**src/rtl/core/msc_pkg.sv**
```systemverilog
// Shared types, constants and case tables for the marching squares contour block.
package msc_pkg;

    localparam int MAX_POINTS_DEF = 1024;
    localparam int CFG_IDX_W      = 2;
    localparam int CFG_DATA_W     = 11;
    localparam int IDX_W          = 10;
    localparam int COORD_W        = 19;
    localparam int SIDE_W         = 8;
    localparam int ROWS_MAX       = 1024;

    localparam logic [10:0]       PPR_RESET  = 11'd1024;
    localparam logic [10:0]       ROWS_RESET = 11'd768;
    localparam logic [SIDE_W-1:0] SIDE_RESET = 8'd16;

    typedef enum logic [CFG_IDX_W-1:0] {
        CFG_PPR  = 2'd0,
        CFG_ROWS = 2'd1,
        CFG_SIDE = 2'd2
    } t_cfg_idx;

    // Edge midpoints of a cell: top, right, bottom, left.
    typedef enum logic [1:0] {
        EP_T = 2'd0,
        EP_R = 2'd1,
        EP_B = 2'd2,
        EP_L = 2'd3
    } t_ep;

    typedef struct packed {
        logic               has_cell;
        logic [IDX_W-1:0]   col;
        logic [IDX_W-1:0]   row;
        logic [COORD_W-1:0] ox;
        logic [COORD_W-1:0] oy;
        logic [SIDE_W-1:0]  side;
        logic               c;
        logic               d;
    } t_cell_req;

    typedef struct packed {
        logic [IDX_W-1:0]   col;
        logic [IDX_W-1:0]   row;
        logic [COORD_W-1:0] sx;
        logic [COORD_W-1:0] sy;
        logic [COORD_W-1:0] ex;
        logic [COORD_W-1:0] ey;
    } t_seg;

    function automatic logic [1:0] seg_count(input logic [3:0] cs);
        logic [1:0] n;
        case (cs)
            4'd0, 4'd15: n = 2'd0;
            4'd5, 4'd10: n = 2'd2;
            default:     n = 2'd1;
        endcase
        return n;
    endfunction

    // Start and end of the first segment, then of the second, two bits each.
    function automatic logic [7:0] seg_ends(input logic [3:0] cs);
        logic [7:0] e;
        unique case (cs)
            4'd1:    e = {EP_L, EP_B, EP_T, EP_T};
            4'd2:    e = {EP_R, EP_B, EP_T, EP_T};
            4'd3:    e = {EP_L, EP_R, EP_T, EP_T};
            4'd4:    e = {EP_T, EP_R, EP_T, EP_T};
            4'd5:    e = {EP_T, EP_R, EP_L, EP_B};
            4'd6:    e = {EP_T, EP_B, EP_T, EP_T};
            4'd7:    e = {EP_T, EP_L, EP_T, EP_T};
            4'd8:    e = {EP_T, EP_L, EP_T, EP_T};
            4'd9:    e = {EP_T, EP_B, EP_T, EP_T};
            4'd10:   e = {EP_T, EP_L, EP_R, EP_B};
            4'd11:   e = {EP_T, EP_R, EP_T, EP_T};
            4'd12:   e = {EP_L, EP_R, EP_T, EP_T};
            4'd13:   e = {EP_R, EP_B, EP_T, EP_T};
            4'd14:   e = {EP_L, EP_B, EP_T, EP_T};
            default: e = {EP_T, EP_T, EP_T, EP_T};
        endcase
        return e;
    endfunction

    function automatic logic [SIDE_W:0] ep_dx(input t_ep ep, input logic [SIDE_W-1:0] side);
        logic [SIDE_W:0] v;
        case (ep)
            EP_T, EP_B: v = {1'b0, side};
            EP_R:       v = {side, 1'b0};
            default:    v = '0;
        endcase
        return v;
    endfunction

    function automatic logic [SIDE_W:0] ep_dy(input t_ep ep, input logic [SIDE_W-1:0] side);
        logic [SIDE_W:0] v;
        case (ep)
            EP_R, EP_L: v = {1'b0, side};
            EP_B:       v = {side, 1'b0};
            default:    v = '0;
        endcase
        return v;
    endfunction

endpackage

```
**src/rtl/core/msc_line_store.sv**
```systemverilog
// Line store holding the previous row of grid points, read and rewritten in the same cycle.
module msc_line_store #(
    parameter int DEPTH = msc_pkg::MAX_POINTS_DEF
) (
    input  logic                     i_clk,
    input  logic                     i_en,
    input  logic [$clog2(DEPTH)-1:0] i_addr,
    input  logic                     i_wdata,
    output logic                     o_rdata
);
    logic r_mem [DEPTH];
    logic r_rdata;

    // The old entry is read out while the new point replaces it.
    always_ff @(posedge i_clk) begin
        if (i_en) begin
            r_rdata      <= r_mem[i_addr];
            r_mem[i_addr] <= i_wdata;
        end
    end

    assign o_rdata = r_rdata;
endmodule

```
**src/rtl/core/msc_raster_ctrl.sv**
```systemverilog
// Configuration registers, raster position counters and cell origin accumulators.
module msc_raster_ctrl #(
    parameter int MAX_POINTS_PER_ROW = msc_pkg::MAX_POINTS_DEF
) (
    input  logic                                  i_clk,
    input  logic                                  i_rst_n,
    input  logic                                  i_cfg_valid,
    input  logic [msc_pkg::CFG_IDX_W-1:0]         i_cfg_index,
    input  logic [msc_pkg::CFG_DATA_W-1:0]        i_cfg_data,
    input  logic                                  i_fire,
    input  logic                                  i_point,
    output logic [$clog2(MAX_POINTS_PER_ROW)-1:0] o_col,
    output msc_pkg::t_cell_req                    o_req
);
    import msc_pkg::*;

    localparam int CW = $clog2(MAX_POINTS_PER_ROW);
    localparam int PW = ($clog2(MAX_POINTS_PER_ROW + 1) > CFG_DATA_W) ?
                        $clog2(MAX_POINTS_PER_ROW + 1) : CFG_DATA_W;

    logic [CFG_DATA_W-1:0] r_ppr;
    logic [CFG_DATA_W-1:0] r_rows;
    logic [SIDE_W-1:0]     r_side;
    logic [CW-1:0]         r_col;
    logic [IDX_W-1:0]      r_row;
    logic [COORD_W-1:0]    r_ox;
    logic [COORD_W-1:0]    r_oy;
    logic                  r_left;

    logic [PW-1:0]         ppr_w;
    logic [PW-1:0]         ppr_c;
    logic [CFG_DATA_W-1:0] rows_c;
    logic                  col_end;
    logic                  row_end;
    logic [COORD_W-1:0]    step;

    always_comb begin
        ppr_w = PW'(r_ppr);
        if (ppr_w < PW'(2)) begin
            ppr_c = PW'(2);
        end else if (ppr_w > PW'(MAX_POINTS_PER_ROW)) begin
            ppr_c = PW'(MAX_POINTS_PER_ROW);
        end else begin
            ppr_c = ppr_w;
        end
        if (r_rows < CFG_DATA_W'(2)) begin
            rows_c = CFG_DATA_W'(2);
        end else if (r_rows > CFG_DATA_W'(ROWS_MAX)) begin
            rows_c = CFG_DATA_W'(ROWS_MAX);
        end else begin
            rows_c = r_rows;
        end
        col_end = PW'(r_col) >= (ppr_c - PW'(1));
        row_end = CFG_DATA_W'(r_row) >= (rows_c - CFG_DATA_W'(1));
        step    = COORD_W'({r_side, 1'b0});
    end

    always_ff @(posedge i_clk) begin
        if (!i_rst_n) begin
            r_ppr  <= PPR_RESET;
            r_rows <= ROWS_RESET;
            r_side <= SIDE_RESET;
        end else if (i_cfg_valid) begin
            unique case (t_cfg_idx'(i_cfg_index))
                CFG_PPR:  r_ppr  <= i_cfg_data;
                CFG_ROWS: r_rows <= i_cfg_data;
                CFG_SIDE: r_side <= i_cfg_data[SIDE_W-1:0];
                default:  ;
            endcase
        end
    end

    always_ff @(posedge i_clk) begin
        if (!i_rst_n) begin
            r_col  <= '0;
            r_row  <= '0;
            r_ox   <= '0;
            r_oy   <= '0;
            r_left <= 1'b0;
        end else if (i_fire) begin
            r_left <= i_point;
            if (col_end) begin
                r_col <= '0;
                r_ox  <= '0;
                if (row_end) begin
                    r_row <= '0;
                    r_oy  <= '0;
                end else begin
                    if (r_row != '0) begin
                        r_oy <= r_oy + step;
                    end
                    r_row <= r_row + IDX_W'(1);
                end
            end else begin
                if (r_col != '0) begin
                    r_ox <= r_ox + step;
                end
                r_col <= r_col + CW'(1);
            end
        end
    end

    always_comb begin
        o_req.has_cell = (r_col != '0) && (r_row != '0);
        o_req.col      = IDX_W'(r_col - CW'(1));
        o_req.row      = r_row - IDX_W'(1);
        o_req.ox       = r_ox;
        o_req.oy       = r_oy;
        o_req.side     = r_side;
        o_req.c        = i_point;
        o_req.d        = r_left;
    end

    assign o_col = r_col;
endmodule

```
**src/rtl/core/msc_seg_out.sv**
```systemverilog
// Cell case evaluation stage and segment output register with room for a saddle pair.
module msc_seg_out (
    input  logic               i_clk,
    input  logic               i_rst_n,
    input  logic               i_fire,
    input  msc_pkg::t_cell_req i_req,
    input  logic               i_up_bit,
    output logic               o_free,
    output logic               o_valid,
    input  logic               i_ready,
    output msc_pkg::t_seg      o_seg,
    output logic               o_last
);
    import msc_pkg::*;

    logic      r_s1_valid;
    t_cell_req r_s1;
    logic      r_ul;
    logic      r_o_valid;
    logic      r_has_nxt;
    t_seg      r_cur;
    t_seg      r_nxt;

    logic [3:0] cs;
    logic [1:0] nseg;
    logic [7:0] ends;
    t_seg       seg0;
    t_seg       seg1;
    logic       out_fire;
    logic       load_ok;
    logic       s1_adv;

    always_comb begin
        cs   = {r_ul, i_up_bit, r_s1.c, r_s1.d};
        nseg = r_s1.has_cell ? seg_count(cs) : 2'd0;
        ends = seg_ends(cs);

        seg0.col = r_s1.col;
        seg0.row = r_s1.row;
        seg0.sx  = r_s1.ox + COORD_W'(ep_dx(t_ep'(ends[7:6]), r_s1.side));
        seg0.sy  = r_s1.oy + COORD_W'(ep_dy(t_ep'(ends[7:6]), r_s1.side));
        seg0.ex  = r_s1.ox + COORD_W'(ep_dx(t_ep'(ends[5:4]), r_s1.side));
        seg0.ey  = r_s1.oy + COORD_W'(ep_dy(t_ep'(ends[5:4]), r_s1.side));

        seg1.col = r_s1.col;
        seg1.row = r_s1.row;
        seg1.sx  = r_s1.ox + COORD_W'(ep_dx(t_ep'(ends[3:2]), r_s1.side));
        seg1.sy  = r_s1.oy + COORD_W'(ep_dy(t_ep'(ends[3:2]), r_s1.side));
        seg1.ex  = r_s1.ox + COORD_W'(ep_dx(t_ep'(ends[1:0]), r_s1.side));
        seg1.ey  = r_s1.oy + COORD_W'(ep_dy(t_ep'(ends[1:0]), r_s1.side));

        out_fire = r_o_valid && i_ready;
        load_ok  = !r_o_valid || (out_fire && !r_has_nxt);
        // Cells without a segment drain without waiting on the output side.
        s1_adv   = r_s1_valid && ((nseg == 2'd0) || load_ok);
    end

    always_ff @(posedge i_clk) begin
        if (!i_rst_n) begin
            r_s1_valid <= 1'b0;
            r_ul       <= 1'b0;
        end else begin
            if (i_fire) begin
                r_s1_valid <= 1'b1;
            end else if (s1_adv) begin
                r_s1_valid <= 1'b0;
            end
            if (s1_adv) begin
                r_ul <= i_up_bit;
            end
        end
    end

    always_ff @(posedge i_clk) begin
        if (i_fire) begin
            r_s1 <= i_req;
        end
    end

    always_ff @(posedge i_clk) begin
        if (!i_rst_n) begin
            r_o_valid <= 1'b0;
            r_has_nxt <= 1'b0;
        end else if (s1_adv && (nseg != 2'd0)) begin
            r_o_valid <= 1'b1;
            r_has_nxt <= (nseg == 2'd2);
        end else if (out_fire) begin
            if (r_has_nxt) begin
                r_has_nxt <= 1'b0;
            end else begin
                r_o_valid <= 1'b0;
            end
        end
    end

    always_ff @(posedge i_clk) begin
        if (s1_adv && (nseg != 2'd0)) begin
            r_cur <= seg0;
            r_nxt <= seg1;
        end else if (out_fire && r_has_nxt) begin
            r_cur <= r_nxt;
        end
    end

    assign o_free  = !r_s1_valid || s1_adv;
    assign o_valid = r_o_valid;
    assign o_seg   = r_cur;
    assign o_last  = !r_has_nxt;
endmodule

```
**src/rtl/core/marching_squares_contour_top.sv**
```systemverilog
// A point request's first segment passes the evaluation stage, then the output register.
// One point per cycle unless a cell with segments waits for the output register; a saddle
// cell holds both segments there until taken, while the evaluation stage can still take points.
// The line store is read and rewritten at the same entry in the accept cycle.
// Reset clears counters, origins and valid flags; the line store is not cleared and
// the first row of a frame writes it before any cell reads it.
module marching_squares_contour_top #(
    parameter int MAX_POINTS_PER_ROW = msc_pkg::MAX_POINTS_DEF
) (
    input  logic                             i_clk,
    input  logic                             i_rst_n,
    input  logic                             i_cfg_valid,
    output logic                             o_cfg_ready,
    input  logic [msc_pkg::CFG_IDX_W-1:0]    i_cfg_index,
    input  logic [msc_pkg::CFG_DATA_W-1:0]   i_cfg_data,
    input  logic                             i_in_valid,
    output logic                             o_in_ready,
    input  logic                             i_point_filled,
    output logic                             o_out_valid,
    input  logic                             i_out_ready,
    output logic [msc_pkg::IDX_W-1:0]        o_cell_col,
    output logic [msc_pkg::IDX_W-1:0]        o_cell_row,
    output logic [msc_pkg::COORD_W-1:0]      o_start_x,
    output logic [msc_pkg::COORD_W-1:0]      o_start_y,
    output logic [msc_pkg::COORD_W-1:0]      o_end_x,
    output logic [msc_pkg::COORD_W-1:0]      o_end_y,
    output logic                             o_last_segment
);
    import msc_pkg::*;

    localparam int CW = $clog2(MAX_POINTS_PER_ROW);

    logic          in_fire;
    logic          s1_free;
    logic          up_bit;
    logic [CW-1:0] col;
    t_cell_req     req;
    t_seg          seg;

    assign o_cfg_ready = 1'b1;
    assign o_in_ready  = s1_free;
    assign in_fire     = i_in_valid && s1_free;

    msc_raster_ctrl #(
        .MAX_POINTS_PER_ROW(MAX_POINTS_PER_ROW)
    ) u_ctrl (
        .i_clk      (i_clk),
        .i_rst_n    (i_rst_n),
        .i_cfg_valid(i_cfg_valid),
        .i_cfg_index(i_cfg_index),
        .i_cfg_data (i_cfg_data),
        .i_fire     (in_fire),
        .i_point    (i_point_filled),
        .o_col      (col),
        .o_req      (req)
    );

    msc_line_store #(
        .DEPTH(MAX_POINTS_PER_ROW)
    ) u_store (
        .i_clk  (i_clk),
        .i_en   (in_fire),
        .i_addr (col),
        .i_wdata(i_point_filled),
        .o_rdata(up_bit)
    );

    msc_seg_out u_seg (
        .i_clk   (i_clk),
        .i_rst_n (i_rst_n),
        .i_fire  (in_fire),
        .i_req   (req),
        .i_up_bit(up_bit),
        .o_free  (s1_free),
        .o_valid (o_out_valid),
        .i_ready (i_out_ready),
        .o_seg   (seg),
        .o_last  (o_last_segment)
    );

    assign o_cell_col = seg.col;
    assign o_cell_row = seg.row;
    assign o_start_x  = seg.sx;
    assign o_start_y  = seg.sy;
    assign o_end_x    = seg.ex;
    assign o_end_y    = seg.ey;
endmodule

```
**config.mk**
```make
export PLATFORM = sky130hd
export DESIGN_NAME = marching_squares_contour_top
export DESIGN_NICKNAME = d
export VERILOG_FILES = /design/src/rtl/core/msc_pkg.sv /design/src/rtl/core/msc_line_store.sv /design/src/rtl/core/msc_raster_ctrl.sv /design/src/rtl/core/msc_seg_out.sv /design/src/rtl/core/marching_squares_contour_top.sv
export SDC_FILE = /design/constraint.sdc
export NUM_CORES = 2
export LEC_CHECK = 0
export ABC_AREA = 1
export BUFFER_PORTS_ARGS = -buffer_cell sky130_fd_sc_hd__buf_2
export CAP_MARGIN = 10
export CORE_MARGIN = 5
export CORE_UTILIZATION = 40
export DETAILED_ROUTE_END_ITERATION = 6
export GPL_ROUTABILITY_DRIVEN = 0
export PLACE_DENSITY_LB_ADDON = 0.2
export SYNTH_ARGS = -nofsm -noshare
export SYNTH_HDL_FRONTEND = slang
export SYNTH_SLANG_ARGS = --single-unit
```
**constraint.sdc**
```tcl
create_clock -name i_clk -period 11 [get_ports i_clk]
set_input_delay 1.65 -clock i_clk [delete_from_list [all_inputs] [get_ports i_clk]]
set_output_delay 1.65 -clock i_clk [all_outputs]
set_load 0.05 [all_outputs]
```
# ---- Word level (Yosys, flattened, before mapping)
# Memories as Yosys holds them, arrays and structs flattened. A register that Yosys moved wholly into a read port is not among the register bits.
# Cells that the tools add are included.
dict set report word_totals {
  elab_cells 151
  in_bits 19
  regBits 354
  mem_bits_rw 1024
  memories 2
  mem_bits_ro 112
}
# memory words width rd rd_ports_with_merged_regs write_ports line_no
set mem_list {}
lappend mem_list {u_store.r_mem 1024 1 1 1 1 msc_line_store.sv:11} ;# logic r_mem [DEPTH];
lappend mem_list {{(no name shown)} 16 7 1 0 0 msc_pkg.sv:63} ;# unique case (cs)
dict set report classes {
  muxes 31
  n_addsub 16
  n_eq_ne 19
  reduce_logical 45
  order_cmp 6
}
# operator n
set op_table {}
lappend op_table {{96-bit two-way mux} 2}
lappend op_table {{19-bit by 9-bit adder with 19-bit output} 10}
lappend op_table {{9-bit case mux with 2 select lines} 8}
lappend op_table {{19-bit two-way mux} 4}
lappend op_table {{11-bit two-way mux} 4}
lappend op_table {{10-bit by 11-bit greater-or-equal comparator with 1-bit output} 2}
lappend op_table {{11-bit greater-than comparator, second input constant} 2}
lappend op_table {{11-bit by 2-bit less-than comparator with 1-bit output, second input constant} 2}
lappend op_table {{11-bit by 1-bit subtractor with 11-bit output, second input constant} 2}
lappend op_table {{10-bit by 1-bit adder with 10-bit output, second input constant} 2}
lappend op_table {{2-bit equality test, second input constant} 10}
lappend op_table {{10-bit two-way mux} 2}
lappend op_table {{10-bit nonzero test} 2}
lappend op_table {{2-bit OR reduction} 10}
lappend op_table {{10-bit by 1-bit subtractor with 10-bit output, second input constant} 2}
lappend op_table {{2-bit zero test} 6}
lappend op_table {{2-bit AND reduction} 6}
lappend op_table {{2-bit nonzero test} 6}
lappend op_table {{2-bit by 1-bit equality test with 1-bit output, second input constant} 5}
lappend op_table {{1-bit two-way mux} 9}
lappend op_table {{4-bit equality test, second input constant} 2}
lappend op_table {{1-bit logical AND} 7}
lappend op_table {{4-bit by 3-bit equality test with 1-bit output, second input constant} 1}
lappend op_table {{4-bit zero test} 1}
lappend op_table {{6 further kinds} 10}

# ---- Logic depth before layout (Yosys ltp)
dict set report logic_depth {
  depth_word 11
  mapped_depth 28
  mapped_depth_nobuf 27
}

# ---- Cells and area by module
# A second synthesis with hierarchy kept.
dict set report hier_totals {
  cells_unflattened 7530
  hier_area_um2 67504.7
}
# mod area_each_um2 seq_area_each_um2 cells_each instances
set modules_own_cells {}
lappend modules_own_cells {msc_line_store 46309.4 30779.5 4882 1}
lappend modules_own_cells {msc_seg_out 15272.1 7917.6 1765 1}
lappend modules_own_cells {msc_raster_ctrl 5904.4 1741.7 879 1}
lappend modules_own_cells {marching_squares_contour_top 18.8 0.0 4 1}

# ---- Worst setup path before layout
# No wires, ideal clock.
dict set report synth_timing {
  kind {in2reg}
  from {in i_out_ready}
  to {reg u_seg.r_cur, in the netlist u_seg.o_seg[0] (enable)}
  arrival_time_ns 8.476
  path_slack_ns 1.840
  path_stages 2
  cell_sequence {nand2_1 > o21ai_0}
}
dict set report synth_between {
  elab_chain_cells 7
  word_cells_on_any_way 8
  cone_classes {8 x reduce/logical}
}
# element line_no
set synth_lines {}
lappend synth_lines {{from (decl)} marching_squares_contour_top.sv:20} ;# input logic i_out_ready,
lappend synth_lines {{1-bit logical AND *} msc_seg_out.sv:52} ;# out_fire = r_o_valid && i_ready;
lappend synth_lines {{1-bit logical AND} msc_seg_out.sv:53} ;# load_ok = !r_o_valid || (out_fire && !r_has_nxt);
lappend synth_lines {{1-bit logical OR} msc_seg_out.sv:53}
lappend synth_lines {{1-bit logical OR} msc_seg_out.sv:55} ;# s1_adv = r_s1_valid && ((nseg == 2'd0) || load_ok);
lappend synth_lines {{1-bit logical AND} msc_seg_out.sv:55}
lappend synth_lines {{1-bit logical AND} msc_seg_out.sv:97} ;# if (s1_adv && (nseg != 2'd0)) begin
lappend synth_lines {{2-bit nonzero test (no line) *} -}
lappend synth_lines {{to (signal assigned)} msc_seg_out.sv:98} ;# r_cur <= seg0;
lappend synth_lines {{to (signal assigned)} msc_seg_out.sv:101} ;# r_cur <= r_nxt;
lappend synth_lines {{to (decl)} msc_seg_out.sv:21} ;# t_seg r_cur;
# Every way passes the cells marked *; elsewhere a longest branch is shown, timed or not.
# A chain may end at the register's enable or synchronous reset.

# ---- Final worst setup path
dict set report layout_timing {
  from {reg u_seg.r_s1, in the netlist u_seg.cs[0]}
  to {reg u_seg.r_cur, in the netlist u_seg.o_seg[73] (data pin)}
}
dict set report layout_between {
  elab_chain_cells 9
  word_cells_on_any_way 21
  cone_classes {1 x add/sub; 5 x eq/ne; 4 x mux; 10 x reduce/logical; 1 x memory}
}
# element line_no
set layout_lines {}
lappend layout_lines {{from (decl)} msc_seg_out.sv:17} ;# t_cell_req r_s1;
lappend layout_lines {{from (signal assigned)} msc_seg_out.sv:76} ;# r_s1 <= i_req;
lappend layout_lines {{branches (longest 8 deep; another with 19-bit by 9-bit adder with 19-bit output)} -}
lappend layout_lines {{96-bit two-way mux *} msc_seg_out.sv:97}
# Mark *: on every way between the ends.

==> implementation parameters <==
Parameter                              Value

Timing
  Worst-case headroom to the max-slew limit    18.3%
  Total setup violations reported at the end of the flow    0
  Number of pins with negative max-slew slack in the final report    0
  Unrepaired setup endpoints after global routing    no
  Final hold viol count    0
  Measured slew at the worst slew-check pin    1.22 ns
  Clock skew    0.0274 ns
  Final Critical Period    4.77 ns
  Peak Freq    210 MHz
  Hold Worst Slack    0.433 ns
  Tcrit/Tclk final    43.4%
  Summed negative setup slack over all endpoints    0 ns

Pwr
  Cell Pwr Density    162 mW/mm^2
  Int Power    8.79 mW
  Standby leakage power    24.7 nW
  Worst IR drop on VDD    0.166 mV
  Clock share of power    42.0%
  Share of total power in sequential cells    50.2%
  Switching power share of the total    24.0%
  Switching power    2.77 mW
  Proportion of power drawn by combinational gates    7.8%

Synth
  Synth Area per Inst    9.71 um^2
  Post-synth ARST share    0%
  Share of the yosys chip area belonging to registers    62.6%
  Predominant post-synthesis flop cell    sky130_fd_sc_hd__edfxtp_1
  Synthesized area    0.0645 mm^2
  Count of warnings emitted by yosys    0
  Number of distinct library cell variants in the gate-level netlist after synthesis    47
  Post-synth EDFFs    1283
  Synthesized instance count    6638
  Synthesis-stage register bit count    1374

Placed design
  Count of input and output buffers    117
  Post-Place Cell Area    0.0666 mm^2
  Placed wire-length estimate    102000 um
  Cells after DPL    8541

Critical path
  CP endpoint kind    flop
  Critical path buffer and inverter count    4
  Most Frequent Cell on Critical Path    sky130_fd_sc_hd__nand2_1
  Setup slack, reg-to-reg    6.23 ns
  Delay contributed by the slowest stage of the critical path    0.74 ns
  CP max stage cell    sky130_fd_sc_hd__o22ai_1
  Cells along the critical path    inv_1, ha_1, o22ai_1, inv_1, or2_2, o21ai_0, inv_1, fa_1, o21ai_0, nand3_1, nand2_1, nand2_1, nand2_1, nand2_1, nand2_1, nand2_1, nor2_1, inv_1, o21ai_0, nand3_1, nand2_1
  WP data arrival    5.40 ns
  Worst path top cell family by delay    simple AND/OR/NAND/NOR gates
  Beginning of the worst register-to-register path    u_seg.cs[0]
  Number of cells on the worst reg-to-reg path    21
  Startpoint class of the critical path    flop
  Highest net fanout along the worst path    13
  Capture point of the worst reg-to-reg path    u_seg.o_seg[73]
  CP Class    flop to flop
  Required time of the worst setup path    11.63 ns

Route
  Count of antenna-violating nets left after detailed routing    0
  Total Wirelength    190000 um
  Post-route DRC    0
  First-pass detailed-route iteration total    5
  Average routed wire per standard cell    21.6 um
  Initial DRC count    5068
  Vias per inst    5.41
  Vias    47600

Final layout
  Filler cell count    15500
  Area of all sequential standard cells    0.0404 mm^2
  Top library cells by usage in the layout, fill and taps aside    1954 x sky130_fd_sc_hd__nor2_1, 1283 x sky130_fd_sc_hd__edfxtp_1, 989 x sky130_fd_sc_hd__nand2_1, 760 x sky130_fd_sc_hd__o21ai_0, 215 x sky130_fd_sc_hd__inv_1
  Number of inserted diodes    0
  Most common cell after layout, fill and taps aside    sky130_fd_sc_hd__nor2_1
  Count of nets after finishing    6676
  Area grow syn2layout    10.6%
  Final standard cell area without fillers    0.0713 mm^2
  Multi-input gate area in the final layout    0.0214 mm^2
  Cell Count, Final, Fillers Out    8809
  Share of final-layout standard cells stronger than drive strength 1    7.22%

CTS
  Clock tree from TritonCTS    done
  Root buf cell    sky130_fd_sc_hd__clkbuf_16
  Count of cells resized by post-cts repair    0
  Hold buffer count at CTS    0
  TritonCTS Buffers    150
  Post-CTS setup-driven buffer insertion count    0
  Clock slew seen by the registers of the worst setup and hold paths    0.06 ns
  Clock latency of the later-clocked register in the worst-skew pair    0.80 ns
  H-tree lvl count    4
  Max Root-Sink Buffers    3
  Total number of clock tree sinks    1374

Floorplan
  Standard cell core area    0.160 mm^2
  Die ar.    0.169 mm^2
  Die X    411 um
  Effective utilization at floorplan    40.2%
  Top-level port count    119
  Std cell rows    147
  Die extent in y    411 um

Min path
  Class of the tightest hold or removal check    flop to flop
  Cell count of the worst hold path    0
  Hold Path End    u_seg.cs[0]
  Startpoint of the tightest hold check path    u_ctrl.r_left

Status
  Run status    complete, no violations

GRT
  Antenna violations before repair    4
  First-pass GRT wire length    283000 um
  Via count of the first global-routing pass    44600
  GR Util All Layers    21.9%
  Pin count of the biggest net entering global routing    243
  GRT Residual Overflow    0

Flow run
  Max-cap violations    0
[cell usage after synthesis, drive strengths merged (6+ instances only)]
cell    count  area [um^2]
clkbuf    258          968
o21ai     787         3950
ha        113         1410
nand2    1014         3830
nand4      24          150
xnor2      36          315
buf       196         1050
nand3     131          676
inv       231          867
a21oi     118          591
a21o       10         75.1
a31oi      15         93.8
edfxtp   1283        38500
dfxtp      91         1820
a211oi      6         50.1
fa          9          180
o31ai       6         45.0
o21bai      7         56.3
nor3       33          175
xor2      118         1030
o22ai     153          957
nor2     1964         7410
nor4        8         50.1
[worst register-to-register path: stages (launching register included)]
cell and delay (ns):
sky130_fd_sc_hd__edfxtp_1 0.44, sky130_fd_sc_hd__inv_1 0.11, sky130_fd_sc_hd__ha_1 0.23, sky130_fd_sc_hd__o22ai_1 0.74
sky130_fd_sc_hd__inv_1 0.30, sky130_fd_sc_hd__or2_2 0.38, sky130_fd_sc_hd__o21ai_0 0.23, sky130_fd_sc_hd__inv_1 0.10
sky130_fd_sc_hd__fa_1 0.40, sky130_fd_sc_hd__o21ai_0 0.33, sky130_fd_sc_hd__nand3_1 0.12, sky130_fd_sc_hd__nand2_1 0.13
sky130_fd_sc_hd__nand2_1 0.06, sky130_fd_sc_hd__nand2_1 0.08, sky130_fd_sc_hd__nand2_1 0.07, sky130_fd_sc_hd__nand2_1 0.10
sky130_fd_sc_hd__nand2_1 0.12, sky130_fd_sc_hd__nor2_1 0.26, sky130_fd_sc_hd__inv_1 0.10, sky130_fd_sc_hd__o21ai_0 0.15
sky130_fd_sc_hd__nand3_1 0.08, sky130_fd_sc_hd__nand2_1 0.09
[worst max-delay path by stage]
stage	start	slack, ns	cells after the start	end
finish	u_seg.cs[0]	6.23	21	u_seg.o_seg[73]
global route	u_seg.cs[0]	5.76	21	u_seg.o_seg[73]
CTS	u_seg.cs[0]	6.33	21	u_seg.o_seg[73]
detailed placement	i_out_ready	6.07	12	u_seg.o_seg[47]
global placement	i_out_ready	6.06	12	u_seg.o_seg[47]
floorplan	i_out_ready	1.84	2	u_seg.o_seg[0]
[cell type report]
class | count | area share [%]
sequential | 1374 | 56.6
multi-input combinational | 4580 | 30.0
clock buffer | 198 | 5.78
tap | 2160 | 3.79
timing repair buffer | 193 | 1.81
inverter | 236 | 1.27
clock inverter | 68 | 0.744
[metrics by stage]
step | power, mW | setup slack [ns] | utilization [%]
2_1_floorplan | 6.51 | 1.84 | -
3_3_place_gp | 6.80 | 6.06 | 41.5
3_5_place_dp | 6.81 | 6.07 | 41.5
4_1_cts | 11.6 | 6.33 | 44.4
5_1_grt | 12.0 | 5.76 | 44.5
6_report | 11.6 | 6.23 | 44.5
[layer usage]
metal  share of wire, %  vias to the layer above  global-route usage, %  routed length (um)
li1                   -                    22200                      -                   -
met3                7.0                      283                   3.27               13300
met4                2.8                        0                   6.46                5340
met5                  0                        -                      0                   0
met1                 43                    23600                   30.3               82000
met2                 47                     1584                   36.0               89300
[power by group through the flow]
stage / Sequential, mW / Combinational [mW] / Clock, mW
finish: 5.80 / 0.901 / 4.86
floorplan: 5.92 / 0.592 / 0
CTS: 5.80 / 0.898 / 4.94
detailed placement: 5.91 / 0.895 / 0
global placement: 5.91 / 0.885 / 0
global route: 5.81 / 1.00 / 5.16
[sequential cells by signal, summed over array words and instances (netlist names), 2 cells and up]
register and count:
u_store.r_mem 1024, u_seg.cs 2, u_ctrl.o_col 10, u_ctrl.ppr_w 11, u_ctrl.r_side 8, u_seg.r_nxt 95
u_ctrl.r_rows 11, u_seg.o_seg 96, u_ctrl.r_oy 18, u_seg.r_s1 65, u_ctrl.r_ox 18, u_ctrl.r_row 10
[cell families after synthesis]
family / count (synthesis) / share of synthesized area [%]
xor+xnor: 154 / 2.09
compound gates: 1116 / 9.19
flops: 1374 / 62.6
other cells: 2 / 0.0117
fa+ha+maj: 122 / 2.47
buf+inv: 690 / 4.51
simple gates: 3180 / 19.1
Power figures use the tool's default switching activity.
